File: src/design/urst_pkg.sv
`timescale 1ns / 1ps
`default_nettype none
package urst_pkg;

    localparam int TABLE_SLOTS = 16;
    localparam int IDX_W       = $clog2(TABLE_SLOTS);
    localparam int LIVE_W      = $clog2(TABLE_SLOTS + 1);

    localparam logic [31:0] BROADCAST_IP = 32'hFFFF_FFFF;
    localparam logic [15:0] P2P_PORT     = 16'd8054;
    localparam logic [31:0] PING_GAP     = 32'd5;
    localparam logic [1:0]  PING_LIMIT   = 2'd2;
    localparam logic [11:0] TIMEOUT_MAX  = 12'd3600;
    localparam logic [11:0] TIMEOUT_RST  = 12'd10;

    localparam logic [7:0] CMD_RELAY     = 8'd0;
    localparam logic [7:0] CMD_P2P       = 8'd1;
    localparam logic [7:0] CMD_DISC      = 8'd2;
    localparam logic [7:0] CMD_KEEPALIVE = 8'd3;
    localparam logic [7:0] CMD_CENSUS    = 8'd4;
    localparam logic [7:0] CMD_ECHO      = 8'd5;

    localparam logic [1:0] KIND_FWD   = 2'd0;
    localparam logic [1:0] KIND_PING  = 2'd1;
    localparam logic [1:0] KIND_ECHO  = 2'd2;
    localparam logic [1:0] KIND_QUERY = 2'd3;

    localparam logic [0:0] REG_TIMEOUT = 1'd0;
    localparam logic [0:0] REG_LIMIT   = 1'd1;

    typedef struct packed {
        logic [0:0]  action;
        logic [31:0] now_seconds;
        logic [31:0] src_ip;
        logic [15:0] src_port;
        logic [7:0]  command;
        logic [31:0] dest_ip;
        logic [15:0] dest_port;
        logic [7:0]  pay_byte0;
        logic [7:0]  pay_byte1;
        logic [7:0]  pay_byte4;
        logic [7:0]  pay_byte5;
        logic [15:0] payload_length;
    } in_t;

    typedef struct packed {
        logic [1:0]  kind;
        logic [31:0] to_ip;
        logic [15:0] to_port;
        logic [7:0]  header_command;
        logic [31:0] origin_ip;
        logic [15:0] origin_port;
        logic [31:0] value;
        logic [2:0]  game_code;
        logic [0:0]  last;
    } out_t;

    typedef struct packed {
        logic        valid;
        logic [31:0] ip;
        logic [15:0] port;
        logic        p2p;
        logic [2:0]  game;
        logic [31:0] rx_stamp;
        logic [31:0] probe_stamp;
        logic [1:0]  probe_cnt;
    } entry_t;

    function automatic entry_t entry_free(entry_t e);
        entry_t r;
        r = e;
        r.valid       = 1'b0;
        r.p2p         = 1'b0;
        r.game        = 3'd0;
        r.rx_stamp    = 32'd0;
        r.probe_stamp = 32'd0;
        r.probe_cnt   = 2'd0;
        return r;
    endfunction

    function automatic logic later_by(logic [31:0] now, logic [31:0] stamp,
                                      logic [31:0] gap);
        return (now > stamp) && ((now - stamp) > gap);
    endfunction

    function automatic logic [2:0] detect_game(logic [7:0] b0, logic [7:0] b1,
                                               logic [7:0] b4, logic [7:0] b5);
        logic [2:0] g;
        if (b0 == 8'h34 && b1 == 8'h12)      g = 3'd1;
        else if (b0 == 8'h35 && b1 == 8'h12) g = 3'd2;
        else if (b4 == 8'h35 && b5 == 8'h12) g = 3'd3;
        else if (b4 == 8'h35 && b5 == 8'h13) g = 3'd4;
        else if (b4 == 8'h35 && b5 == 8'h14) g = 3'd5;
        else if (b4 == 8'h36 && b5 == 8'h12) g = 3'd6;
        else                                 g = 3'd0;
        return g;
    endfunction

endpackage
`default_nettype wire

File: src/design/udp_relay_session_table_unit.sv
`timescale 1ns / 1ps
`default_nettype none
// Session table as a ring of TABLE_SLOTS cells rotating past one shared head unit.
// Per transaction: an accept step, a search pass over all TABLE_SLOTS cells, an update pass over
// all cells when the sender is known or admitted, a sweep pass and a flush step. Queries: a count
// pass and eight results, no update pass; echoes: one result; idle ticks: sweep only. Output
// stalls freeze the ring.
// Synchronous reset empties all slots and sets registers to defaults; slot payload is kept.
module udp_relay_session_table_unit
    import urst_pkg::*;
(
    input  wire logic        aclk,
    input  wire logic        aresetn,
    input  wire logic        s_valid,
    output logic             s_ready,
    input  wire in_t         s_data,
    output logic             m_valid,
    input  wire logic        m_ready,
    output out_t             m_data,
    input  wire logic        psel,
    input  wire logic        penable,
    input  wire logic        pwrite,
    input  wire logic [2:0]  paddr,
    input  wire logic [31:0] pwdata,
    output logic [31:0]      prdata,
    output logic             pready
);

    localparam logic [2:0] S_IDLE   = 3'd0;
    localparam logic [2:0] S_COUNT  = 3'd1;
    localparam logic [2:0] S_QEMIT  = 3'd2;
    localparam logic [2:0] S_ECHO   = 3'd3;
    localparam logic [2:0] S_SEARCH = 3'd4;
    localparam logic [2:0] S_ACT    = 3'd5;
    localparam logic [2:0] S_SWEEP  = 3'd6;
    localparam logic [2:0] S_FLUSH  = 3'd7;

    localparam logic [IDX_W-1:0] LAST_POS = IDX_W'(TABLE_SLOTS - 1);

    logic [11:0] timeout_reg;
    logic [4:0]  limit_reg;
    logic [2:0]  state_reg;
    in_t         it_reg;
    logic [IDX_W-1:0] pos_reg;
    logic [2:0]  qi_reg;
    logic [LIVE_W-1:0] live_reg;
    logic [LIVE_W-1:0] cnt_reg [8];
    logic        me_found_reg;
    logic [IDX_W-1:0] me_idx_reg;
    logic        spare_found_reg;
    logic [IDX_W-1:0] spare_idx_reg;
    logic        alloc_reg;
    logic        found_reg;
    logic        pend_valid_reg;
    out_t        pend_reg;
    logic        m_valid_reg;
    out_t        m_data_reg;

    entry_t cell_q [TABLE_SLOTS];
    entry_t cell_d [TABLE_SLOTS];
    entry_t head;
    entry_t head_new;
    entry_t ent;
    logic   gen_valid;
    out_t   gen;
    out_t   pend_last;
    logic   flush_go;
    logic   adv;
    logic   shift_en;
    logic   pass_end;
    logic   in_pass;
    logic [11:0] lim;
    logic [2:0]  game;
    logic   fwd;
    logic   dvalid;
    logic   bcast;
    logic   me_hit;
    logic   fin_me_found;
    logic   fin_spare_found;
    logic [IDX_W-1:0] fin_spare;
    logic [LIVE_W-1:0] live_fin;
    logic   cfg_wr;

    function automatic logic dmatch(entry_t e, in_t it);
        return e.valid && e.ip == it.dest_ip &&
               (e.port == it.dest_port || (it.dest_port == P2P_PORT && e.p2p));
    endfunction

    genvar gi;
    generate
        for (gi = 0; gi < TABLE_SLOTS; gi++) begin : g_cell
            if (gi == TABLE_SLOTS - 1) begin : g_tail
                assign cell_d[gi] = head_new;
            end else begin : g_mid
                assign cell_d[gi] = cell_q[gi + 1];
            end
            urst_cell u_cell (
                .aclk     (aclk),
                .aresetn  (aresetn),
                .shift_en (shift_en),
                .din      (cell_d[gi]),
                .dout     (cell_q[gi])
            );
        end
    endgenerate

    assign head    = cell_q[0];
    assign s_ready = (state_reg == S_IDLE);
    assign m_valid = m_valid_reg;
    assign m_data  = m_data_reg;
    assign pready  = 1'b1;
    assign cfg_wr  = psel && penable && pwrite;

    assign lim = (timeout_reg == 12'd0) ? 12'd1 :
                 (timeout_reg > TIMEOUT_MAX) ? TIMEOUT_MAX : timeout_reg;
    assign game   = detect_game(it_reg.pay_byte0, it_reg.pay_byte1,
                                it_reg.pay_byte4, it_reg.pay_byte5);
    assign fwd    = (it_reg.command != CMD_DISC) && (it_reg.command != CMD_KEEPALIVE);
    assign dvalid = (it_reg.dest_ip != 32'd0) && (it_reg.dest_port != 16'd0);
    assign bcast  = (it_reg.dest_ip == BROADCAST_IP);

    assign me_hit = head.valid && head.ip == it_reg.src_ip && head.port == it_reg.src_port;
    assign fin_me_found    = me_found_reg || me_hit;
    assign fin_spare_found = spare_found_reg || !head.valid;
    assign fin_spare       = spare_found_reg ? spare_idx_reg : pos_reg;
    assign live_fin        = live_reg + LIVE_W'(head.valid);

    assign adv      = !gen_valid || !pend_valid_reg || !m_valid_reg || m_ready;
    assign in_pass  = (state_reg == S_COUNT) || (state_reg == S_SEARCH) ||
                      (state_reg == S_ACT) || (state_reg == S_SWEEP);
    assign shift_en = in_pass && adv;
    assign pass_end = shift_en && (pos_reg == LAST_POS);
    assign flush_go = (state_reg == S_FLUSH) && pend_valid_reg && (!m_valid_reg || m_ready);

    always_comb begin
        pend_last      = pend_reg;
        pend_last.last = 1'b1;
    end

    always_comb begin
        head_new  = head;
        ent       = head;
        gen_valid = 1'b0;
        gen       = '0;
        case (state_reg)
            S_QEMIT: begin
                gen_valid          = 1'b1;
                gen.kind           = KIND_QUERY;
                gen.to_ip          = it_reg.src_ip;
                gen.to_port        = it_reg.src_port;
                gen.header_command = CMD_CENSUS;
                gen.value          = (qi_reg == 3'd7) ? 32'(live_reg) : 32'(cnt_reg[qi_reg]);
                gen.game_code      = qi_reg;
            end
            S_ECHO: begin
                gen_valid          = 1'b1;
                gen.kind           = KIND_ECHO;
                gen.to_ip          = it_reg.src_ip;
                gen.to_port        = P2P_PORT;
                gen.header_command = CMD_ECHO;
                gen.value          = it_reg.dest_ip;
            end
            S_ACT: begin
                gen.kind           = KIND_FWD;
                gen.header_command = it_reg.command;
                gen.origin_ip      = it_reg.src_ip;
                gen.origin_port    = it_reg.src_port;
                if (pos_reg == me_idx_reg) begin
                    if (alloc_reg) begin
                        ent       = entry_free(head);
                        ent.valid = 1'b1;
                        ent.ip    = it_reg.src_ip;
                        ent.port  = it_reg.src_port;
                    end
                    if (it_reg.command == CMD_DISC) begin
                        ent = entry_free(ent);
                    end else if (!fwd) begin
                        ent.rx_stamp  = it_reg.now_seconds;
                        ent.probe_cnt = 2'd0;
                    end else if (!dvalid) begin
                        if (ent.game == 3'd0) begin
                            ent = entry_free(ent);
                        end
                    end else begin
                        if (bcast) begin
                            ent.game = game;
                            ent.p2p  = (it_reg.command == CMD_P2P);
                        end else if (!found_reg && dmatch(ent, it_reg)) begin
                            gen_valid   = 1'b1;
                            gen.to_ip   = ent.ip;
                            gen.to_port = ent.port;
                        end
                        ent.rx_stamp  = it_reg.now_seconds;
                        ent.probe_cnt = 2'd0;
                    end
                    head_new = ent;
                end else if (fwd && dvalid) begin
                    gen.to_ip   = head.ip;
                    gen.to_port = head.port;
                    if (bcast) begin
                        if (it_reg.command == CMD_P2P) begin
                            gen.origin_port = P2P_PORT;
                        end
                        gen_valid = (it_reg.payload_length != 16'd0) && head.valid &&
                                    (head.game == game || head.game == 3'd0);
                    end else begin
                        gen_valid = !found_reg && dmatch(head, it_reg);
                    end
                end
            end
            S_SWEEP: begin
                if (head.valid && later_by(it_reg.now_seconds, head.rx_stamp, 32'(lim)) &&
                    later_by(it_reg.now_seconds, head.probe_stamp, PING_GAP)) begin
                    if (head.probe_cnt > PING_LIMIT) begin
                        head_new = entry_free(head);
                    end else begin
                        gen_valid              = 1'b1;
                        gen.kind               = KIND_PING;
                        gen.to_ip              = head.ip;
                        gen.to_port            = head.port;
                        gen.header_command     = CMD_KEEPALIVE;
                        gen.value              = 32'(head.probe_cnt);
                        head_new.probe_stamp   = it_reg.now_seconds;
                        head_new.probe_cnt     = head.probe_cnt + 2'd1;
                    end
                end
            end
            default: begin
            end
        endcase
    end

    always_ff @(posedge aclk) begin
        if (!aresetn) begin
            timeout_reg <= TIMEOUT_RST;
            limit_reg   <= 5'd0;
        end else if (cfg_wr) begin
            case (paddr[2:2])
                REG_TIMEOUT: timeout_reg <= pwdata[11:0];
                REG_LIMIT:   limit_reg   <= pwdata[4:0];
                default: begin
                end
            endcase
        end
    end

    always_comb begin
        case (paddr[2:2])
            REG_TIMEOUT: prdata = 32'(timeout_reg);
            REG_LIMIT:   prdata = 32'(limit_reg);
            default:     prdata = 32'd0;
        endcase
    end

    always_ff @(posedge aclk) begin
        if (s_valid && s_ready) begin
            it_reg <= s_data;
        end
    end

    always_ff @(posedge aclk) begin
        if (!aresetn) begin
            state_reg       <= S_IDLE;
            pos_reg         <= '0;
            qi_reg          <= 3'd0;
            live_reg        <= '0;
            me_found_reg    <= 1'b0;
            me_idx_reg      <= '0;
            spare_found_reg <= 1'b0;
            spare_idx_reg   <= '0;
            alloc_reg       <= 1'b0;
            found_reg       <= 1'b0;
            pend_valid_reg  <= 1'b0;
            m_valid_reg     <= 1'b0;
            for (int k = 0; k < 8; k++) begin
                cnt_reg[k] <= '0;
            end
        end else begin
            if (gen_valid && adv && pend_valid_reg) begin
                m_data_reg  <= pend_reg;
                m_valid_reg <= 1'b1;
            end else if (flush_go) begin
                m_data_reg  <= pend_last;
                m_valid_reg <= 1'b1;
            end else if (m_ready) begin
                m_valid_reg <= 1'b0;
            end
            if (gen_valid && adv) begin
                pend_reg       <= gen;
                pend_valid_reg <= 1'b1;
            end
            if (shift_en) begin
                pos_reg <= (pos_reg == LAST_POS) ? '0 : pos_reg + IDX_W'(1);
            end

            case (state_reg)
                S_IDLE: begin
                    if (s_valid) begin
                        live_reg        <= '0;
                        me_found_reg    <= 1'b0;
                        spare_found_reg <= 1'b0;
                        qi_reg          <= 3'd0;
                        for (int k = 0; k < 8; k++) begin
                            cnt_reg[k] <= '0;
                        end
                        if (s_data.action == 1'b1) begin
                            state_reg <= S_SWEEP;
                        end else if (s_data.command == CMD_CENSUS) begin
                            state_reg <= S_COUNT;
                        end else if (s_data.command == CMD_ECHO) begin
                            state_reg <= S_ECHO;
                        end else begin
                            state_reg <= S_SEARCH;
                        end
                    end
                end
                S_COUNT: begin
                    if (shift_en && head.valid) begin
                        cnt_reg[head.game] <= cnt_reg[head.game] + LIVE_W'(1);
                        live_reg           <= live_reg + LIVE_W'(1);
                    end
                    if (pass_end) begin
                        state_reg <= S_QEMIT;
                    end
                end
                S_QEMIT: begin
                    if (adv) begin
                        qi_reg <= qi_reg + 3'd1;
                        if (qi_reg == 3'd7) begin
                            state_reg <= S_SWEEP;
                        end
                    end
                end
                S_ECHO: begin
                    if (adv) begin
                        state_reg <= S_SWEEP;
                    end
                end
                S_SEARCH: begin
                    if (shift_en) begin
                        live_reg <= live_fin;
                        if (me_hit && !me_found_reg) begin
                            me_found_reg <= 1'b1;
                            me_idx_reg   <= pos_reg;
                        end
                        if (!head.valid && !spare_found_reg) begin
                            spare_found_reg <= 1'b1;
                            spare_idx_reg   <= pos_reg;
                        end
                    end
                    if (pass_end) begin
                        found_reg <= 1'b0;
                        if (fin_me_found) begin
                            alloc_reg <= 1'b0;
                            state_reg <= S_ACT;
                        end else if (it_reg.command == CMD_DISC ||
                                     (limit_reg != 5'd0 && 8'(live_fin) >= 8'(limit_reg)) ||
                                     !fin_spare_found) begin
                            state_reg <= S_SWEEP;
                        end else begin
                            alloc_reg  <= 1'b1;
                            me_idx_reg <= fin_spare;
                            state_reg  <= S_ACT;
                        end
                    end
                end
                S_ACT: begin
                    if (gen_valid && adv && !bcast) begin
                        found_reg <= 1'b1;
                    end
                    if (pass_end) begin
                        state_reg <= S_SWEEP;
                    end
                end
                S_SWEEP: begin
                    if (pass_end) begin
                        state_reg <= S_FLUSH;
                    end
                end
                S_FLUSH: begin
                    if (!pend_valid_reg) begin
                        state_reg <= S_IDLE;
                    end else if (flush_go) begin
                        pend_valid_reg <= 1'b0;
                        state_reg      <= S_IDLE;
                    end
                end
                default: begin
                    state_reg <= S_IDLE;
                end
            endcase
        end
    end

endmodule
`default_nettype wire

File: src/design/urst_cell.sv
`timescale 1ns / 1ps
`default_nettype none
module urst_cell
    import urst_pkg::*;
(
    input  wire logic   aclk,
    input  wire logic   aresetn,
    input  wire logic   shift_en,
    input  wire entry_t din,
    output entry_t      dout
);

    logic   valid_reg;
    entry_t data_reg;

    always_ff @(posedge aclk) begin
        if (!aresetn) begin
            valid_reg <= 1'b0;
        end else if (shift_en) begin
            valid_reg <= din.valid;
        end
    end

    always_ff @(posedge aclk) begin
        if (shift_en) begin
            data_reg <= din;
        end
    end

    always_comb begin
        dout       = data_reg;
        dout.valid = valid_reg;
    end

endmodule
`default_nettype wire
File: config.mk
export PLATFORM = sky130hd
export DESIGN_NAME = udp_relay_session_table_unit
export DESIGN_NICKNAME = d
export VERILOG_FILES = /design/src/design/urst_pkg.sv /design/src/design/udp_relay_session_table_unit.sv /design/src/design/urst_cell.sv
export SDC_FILE = /design/constraint.sdc
export NUM_CORES = 2
export LEC_CHECK = 0
export BUFFER_PORTS_ARGS = -buffer_cell sky130_fd_sc_hd__buf_2
export CORE_UTILIZATION = 43
export CTS_BUF_LIST = sky130_fd_sc_hd__clkbuf_4 sky130_fd_sc_hd__clkbuf_8
export CTS_CLUSTER_DIAMETER = 40
export DETAILED_ROUTE_END_ITERATION = 12
export HOLD_SLACK_MARGIN = 0.12
export SYNTH_ARGS = -nofsm -noshare
export SYNTH_HDL_FRONTEND = slang
export SYNTH_SLANG_ARGS = --single-unit
export TNS_END_PERCENT = 100
File: constraint.sdc
create_clock -name aclk -period 30.9 [get_ports aclk]
set_input_delay 9.27 -clock aclk [delete_from_list [all_inputs] [get_ports aclk]]
set_output_delay 9.27 -clock aclk [all_outputs]
set_load 0.05 [all_outputs]
=== Word-level counts from Yosys, hierarchy flattened ===
Memories as Yosys holds them, arrays and structs flattened. A register that Yosys moved wholly into a read port is not among the register bits.
Index checks and enable logic that the tools add are counted.

* Output and inout port bits: 177
* Logic and storage cells: 464
* Register bits after elaboration: 2417
* Memory bits (writable): 40
* Memories: 1

* Muxes and demuxes: 131
* Bitwise gates (word level): 9
* $lt $le $gt $ge: 7
* Add/sub/neg operators: 8
* Reductions and logical operators: 90
* Equal/unequal tests: 48

{| class="wikitable"
|+ Memory list
! name !! words !! bits a word !! rd ports !! clocked after memory_dff !! write ports !! line !! RTL
|-
| cnt_reg || 8 || 5 || 2 || 2 || 8 || udp_relay_session_table_unit.sv:47 || <nowiki>logic [LIVE_W-1:0] cnt_reg [8];</nowiki>
|}

{| class="wikitable"
|+ Operator list
! kind !! number
|-
| 2-to-1 mux 119 bit || 7
|-
| 2-to-1 mux 48 bit || 7
|-
| 2-to-1 mux 142 bit || 2
|-
| case mux 119 bit (2 select lines) || 1
|-
| case mux 58 bit (4 select lines) || 1
|-
| 2-to-1 mux 57 bit || 2
|-
| == test 32 bit || 3
|-
| 2-to-1 mux 32 bit || 3
|-
| case mux 32 bit (3 select lines) || 1
|-
| 2-to-1 mux 85 bit || 1
|-
| 2-to-1 mux 3 bit || 25
|-
| 2-to-1 mux 5 bit || 13
|-
| > comparator 32 bit || 2
|-
| 2-to-1 mux 16 bit || 4
|-
| case mux 32 bit (2 select lines) || 1
|-
| subtractor 32 bit || 2
|-
| 2-to-1 mux 53 bit || 1
|-
| 2-to-1 mux 49 bit || 1
|-
| == test 16 bit || 3
|-
| logical AND 1 bit || 39
|-
| 2-to-1 mux 1 bit || 36
|-
| 2-to-1 mux 36 bit || 1
|-
| 2-to-1 mux 34 bit || 1
|-
| == test 32 bit (second input constant) || 1
|-
| other kinds (51) || 135
|}

=== Depth between registers and ports, before layout ===
* Word-level depth: 27
* Depth in mapped cells: 21

=== Cells and area by module ===
Synthesis repeated with hierarchy kept, for this count alone.

* Cell total of the unflattened synthesis: 4451
* Area, all modules: 86655.6 um^2

{| class="wikitable"
|+ By module, submodules not included
! module !! area each (um^2) !! cells an instance !! instances
|-
| urst_cell || 3587.2 || 122 || 16
|-
| udp_relay_session_table_unit || 29260.6 || 2499 || 1
|}

=== Worst setup path before layout ===
Ideal clock, no wire load.

* Kind: input-to-reg
* Start: input port m_ready
* End: register g_cell[0].u_cell.valid_reg
* Data required time: 30.281 ns
* Cell stages on the path: 7
* Slack: 7.813 ns
* Arrival: 22.468 ns
* Cells stage by stage: nor2b_1 > and2_1 > nor2_1 > inv_1 > o31ai_4 > buf_4 > mux2i_1

* Cells in the longest elaborated chain, start to end: 2

{| class="wikitable"
|+ RTL lines
! item !! line !! RTL
|-
| start, declared || udp_relay_session_table_unit.sv:18 || <nowiki>input wire logic m_ready,</nowiki>
|-
| logical OR 1 bit || udp_relay_session_table_unit.sv:128 || <nowiki>assign adv = !gen_valid || !pend_valid_reg || !m_valid_reg || m_ready;</nowiki>
|-
| logical AND 1 bit || udp_relay_session_table_unit.sv:131 || <nowiki>assign shift_en = in_pass && adv;</nowiki>
|-
| end signal, assigned || urst_cell.sv:20 || <nowiki>valid_reg <= din.valid;</nowiki>
|-
| end, declared || urst_cell.sv:13 || <nowiki>logic valid_reg;</nowiki>
|}

Every way passes these cells.
A chain may end at the register's enable or synchronous reset.

=== Final worst setup path ===
* Start: input port paddr[2]
* End: output port prdata[2]

* Cells in the longest elaborated chain, start to end: 2

{| class="wikitable"
|+ RTL lines
! item !! line !! RTL
|-
| start, declared || udp_relay_session_table_unit.sv:23 || <nowiki>input wire logic [2:0] paddr,</nowiki>
|-
| NOT 1 bit || n/a ||
|-
| case mux 32 bit (2 select lines) (*) || udp_relay_session_table_unit.sv:248 || <nowiki>case (paddr[2:2])</nowiki>
|-
| end, declared || udp_relay_session_table_unit.sv:25 || <nowiki>output logic [31:0] prdata,</nowiki>
|}

Mark *: on every way between the ends. The rest lies on a longest branch, timed or not. The select of a mux whose other input is x is not followed.

==> out/metrics.yaml <==
synth_flop_cell: "edfxtp_1"
ys_seq_elements: 2463
hold_buffers: 0
pre_cts_slack_ns: 11.23
drive_above_1_share_pct: 20.7
yosys_warnings: 0
drt-total-wl_um: 186000
viasPerCell: 5.11
path_clk_slew_ns: 0.06
num_rows: 164
finalHoldViolCount: 0
synthTopCellsByArea: "edfxtp_1 83%, dfxtp_1 1.6%, ha_1 1.3%"
ys_types: 91
grt_use_total_pct: 18.1
largest_register_ffs: 1888
die_h_um: 451
tightest_slew_ns: 1.24
cts_setup_buffers: 0
violations: "DRC"
avgRoutedWirePerCell_um: 23.0
worstSetupPathType: "in -> out"
critPathCaptureType: "output pin"
io_buffer_count: 360
clk_path_buf_depth: 4
synth_top_area_share_pct: 83.0
ctsResizeCount: 0
area_growth_syn_to_layout_pct: 14.6
critPathMaxFanout: 15
grt_max_degree: 201
fin_skew_ns: 0.152
cts.sinks: 2463
grt_pass1_wl_um: 268000
drc: 33
netlist_area_um2: 86700
grt_pass1_vias: 40600
yosys.area.top_type: "edfxtp_1"
antenna_found_initial: 18
powerDensity_nw_per_um2: 120
place_hpwl_um: 123000
status: "finished, violations left"
globalplace.congestion: 0.896
ant_nets: 0
vias: 41400
final_max_slew_viol_count: 0
cts_tree: "built"
p_leak_nw: 34.9
min_period_ns: 19.61
grt-ovfl-total: 0
async_flop_share_pct: 0
dieArea_um2: 203000
finalNetCount: 5455
cts_made_buffers: 402
cap_violations: 0
ir_drop_mv: 0.186
fmax_mhz: 51.0
syn_inst: 4454
relSlewSlack_pct: 17.0
core-area_um2: 200000
setup_violations: 0
avgSynthCellArea_um2: 19.5
drtIter0Drc: 3578
finalCritPeriodShare_pct: 63.5
rsz0062_at_grt: "no"
yosysSeqAreaShare_pct: 84.5
arrival_ns: 10.34
synth_edf_count: 2395
worst_hold_path_type: "reg -> reg"
worstSkewPairLatency_ns: 1.09
cts_max_level: 5
start_util_pct: 43.3
worstSetupStartpointType: "input pin"
cts-root-buf: "clkbuf_8"
layout_setup_ws_ns: 11.29
detailedRoute.firstPassIterationCount: 10
num_io_pins: 404
required_ns: 21.63
die_x_um: 451
tns_ns: 0
## worst max-delay path, cell delays in order
cell	delay, ns
buf_2	0.44
mux2_2	0.41
buf_2	0.21
## cell type report
cell class,instances,area [um^2]
well taps,2656,3320
inverters,119,454
diodes,13,32.5
repair buffers,406,2180
multi-input cells,1743,12500
clock inverters,179,1100
flip-flops and latches,2463,73300
clock buffers,523,6500
fillers,16400,101000
## routing by layer
layer | vias to the layer above | part of all wire, % | GRT usage, %
met3 | 365 | 5.6 | 3.71
li1 | 18900 | - | -
met2 | 1338 | 48 | 28.9
met4 | 2 | 4.4 | 8.68
met1 | 20800 | 42 | 23.8
met5 | - | 0.0070 | 0
## path summary, 6_finish.rpt
check                                 start                         to  slack (ns)  cells past startpoint
hold reg to reg   g_cell[2].u_cell.dout[91]  g_cell[1].u_cell.dout[91]        0.33                      0
hold / removal    g_cell[2].u_cell.dout[91]  g_cell[1].u_cell.dout[91]        0.33                      0
setup reg to reg                it_reg[153]  g_cell[0].u_cell.dout[31]       20.03                     18
setup / recovery                   paddr[2]                  prdata[2]       11.29                      3
## placed cells by master (no fill, tap or decap), drive strengths merged, types with 10 or more instances in the layout
master,n
inv,127
nor4,63
edfxtp,2395
o22ai,15
buf,406
or2,12
diode,13
clkbuf,523
nand3,38
nand2,195
mux2,55
conb,21
nor2,169
a211oi,25
dfxtp,68
mux2i,91
xnor2,73
clkinvlp,11
ha,91
xor2,101
nor2b,18
and3,74
nand2b,11
mux4,20
clkinv,152
nor3b,10
or3,21
and2,17
nor3,44
nand4,54
o21a,23
a21oi,113
o21ai,97
a21o,22
a22o,110
## report_power, final
| part | internal (W) | switching (W) | total (W) | leakage [nW] |
|---|---|---|---|---|
| Sequential | 0.00620 | 0.000615 | 0.00681 | 23.8 |
| Clock | 0.00144 | 0.00122 | 0.00266 | 4.01 |
| Combinational | 0.000584 | 0.00183 | 0.00242 | 7.08 |
| Total | 0.00822 | 0.00367 | 0.0119 | 34.9 |
## metrics by stage
| step | total power [W] | cell area, um^2 | hold WS, ns | instances | util (%) |
|---|---|---|---|---|---|
| detailed placement | 0.00932 | 91700 | 0.405 | 7387 | 45.8 |
| CTS | 0.0120 | 99300 | 0.314 | 8089 | 49.6 |
| floorplan | 0.00943 | 86800 | 0.400 | 4473 | - |
| finish | 0.0119 | 99300 | 0.329 | 8102 | 49.7 |
| global placement | 0.00921 | 91700 | 0.400 | 7387 | 45.8 |
| global route | 0.0125 | 99300 | 0.333 | 8094 | 49.6 |
## Yosys cell counts, drive strengths merged, types with 6 or more instances
master and number:
nand3b 6, inv 119, o211ai 9, a21boi 6, nand2 195, nand4 54, o221ai 6, nand2b 11
nand3 38, buf 49, a211oi 25, dfxtp 68, xor2 101, o22ai 15, ha 91, a21o 22
o21a 23, o21ai 97, mux2 55, a31oi 9, a221o 8, nor2b 18, mux2i 91, and4 7
and2 17, xnor2 73, nor4 63, nor4b 8, mux4 20, nor3b 10, or4 6, clkbuf 99
a22o 110, o21bai 9, edfxtp 2395, nor2 169, nor3 44, and3 74, a21oi 113, or2 12
or3 21, a2111oi 6
## logic make-up after synthesis
family	synth area share, %
buffers and inverters	1.29
adder cells (fa/ha/maj)	1.36
multiplexers	2.28
AO/OA/AOI/OAI	4.26
flip-flops	84.5
other	0.00866
XOR/XNOR	1.76
AND/OR/NAND/NOR	4.52
No activity file was read; power rests on OpenSTA's default activity.
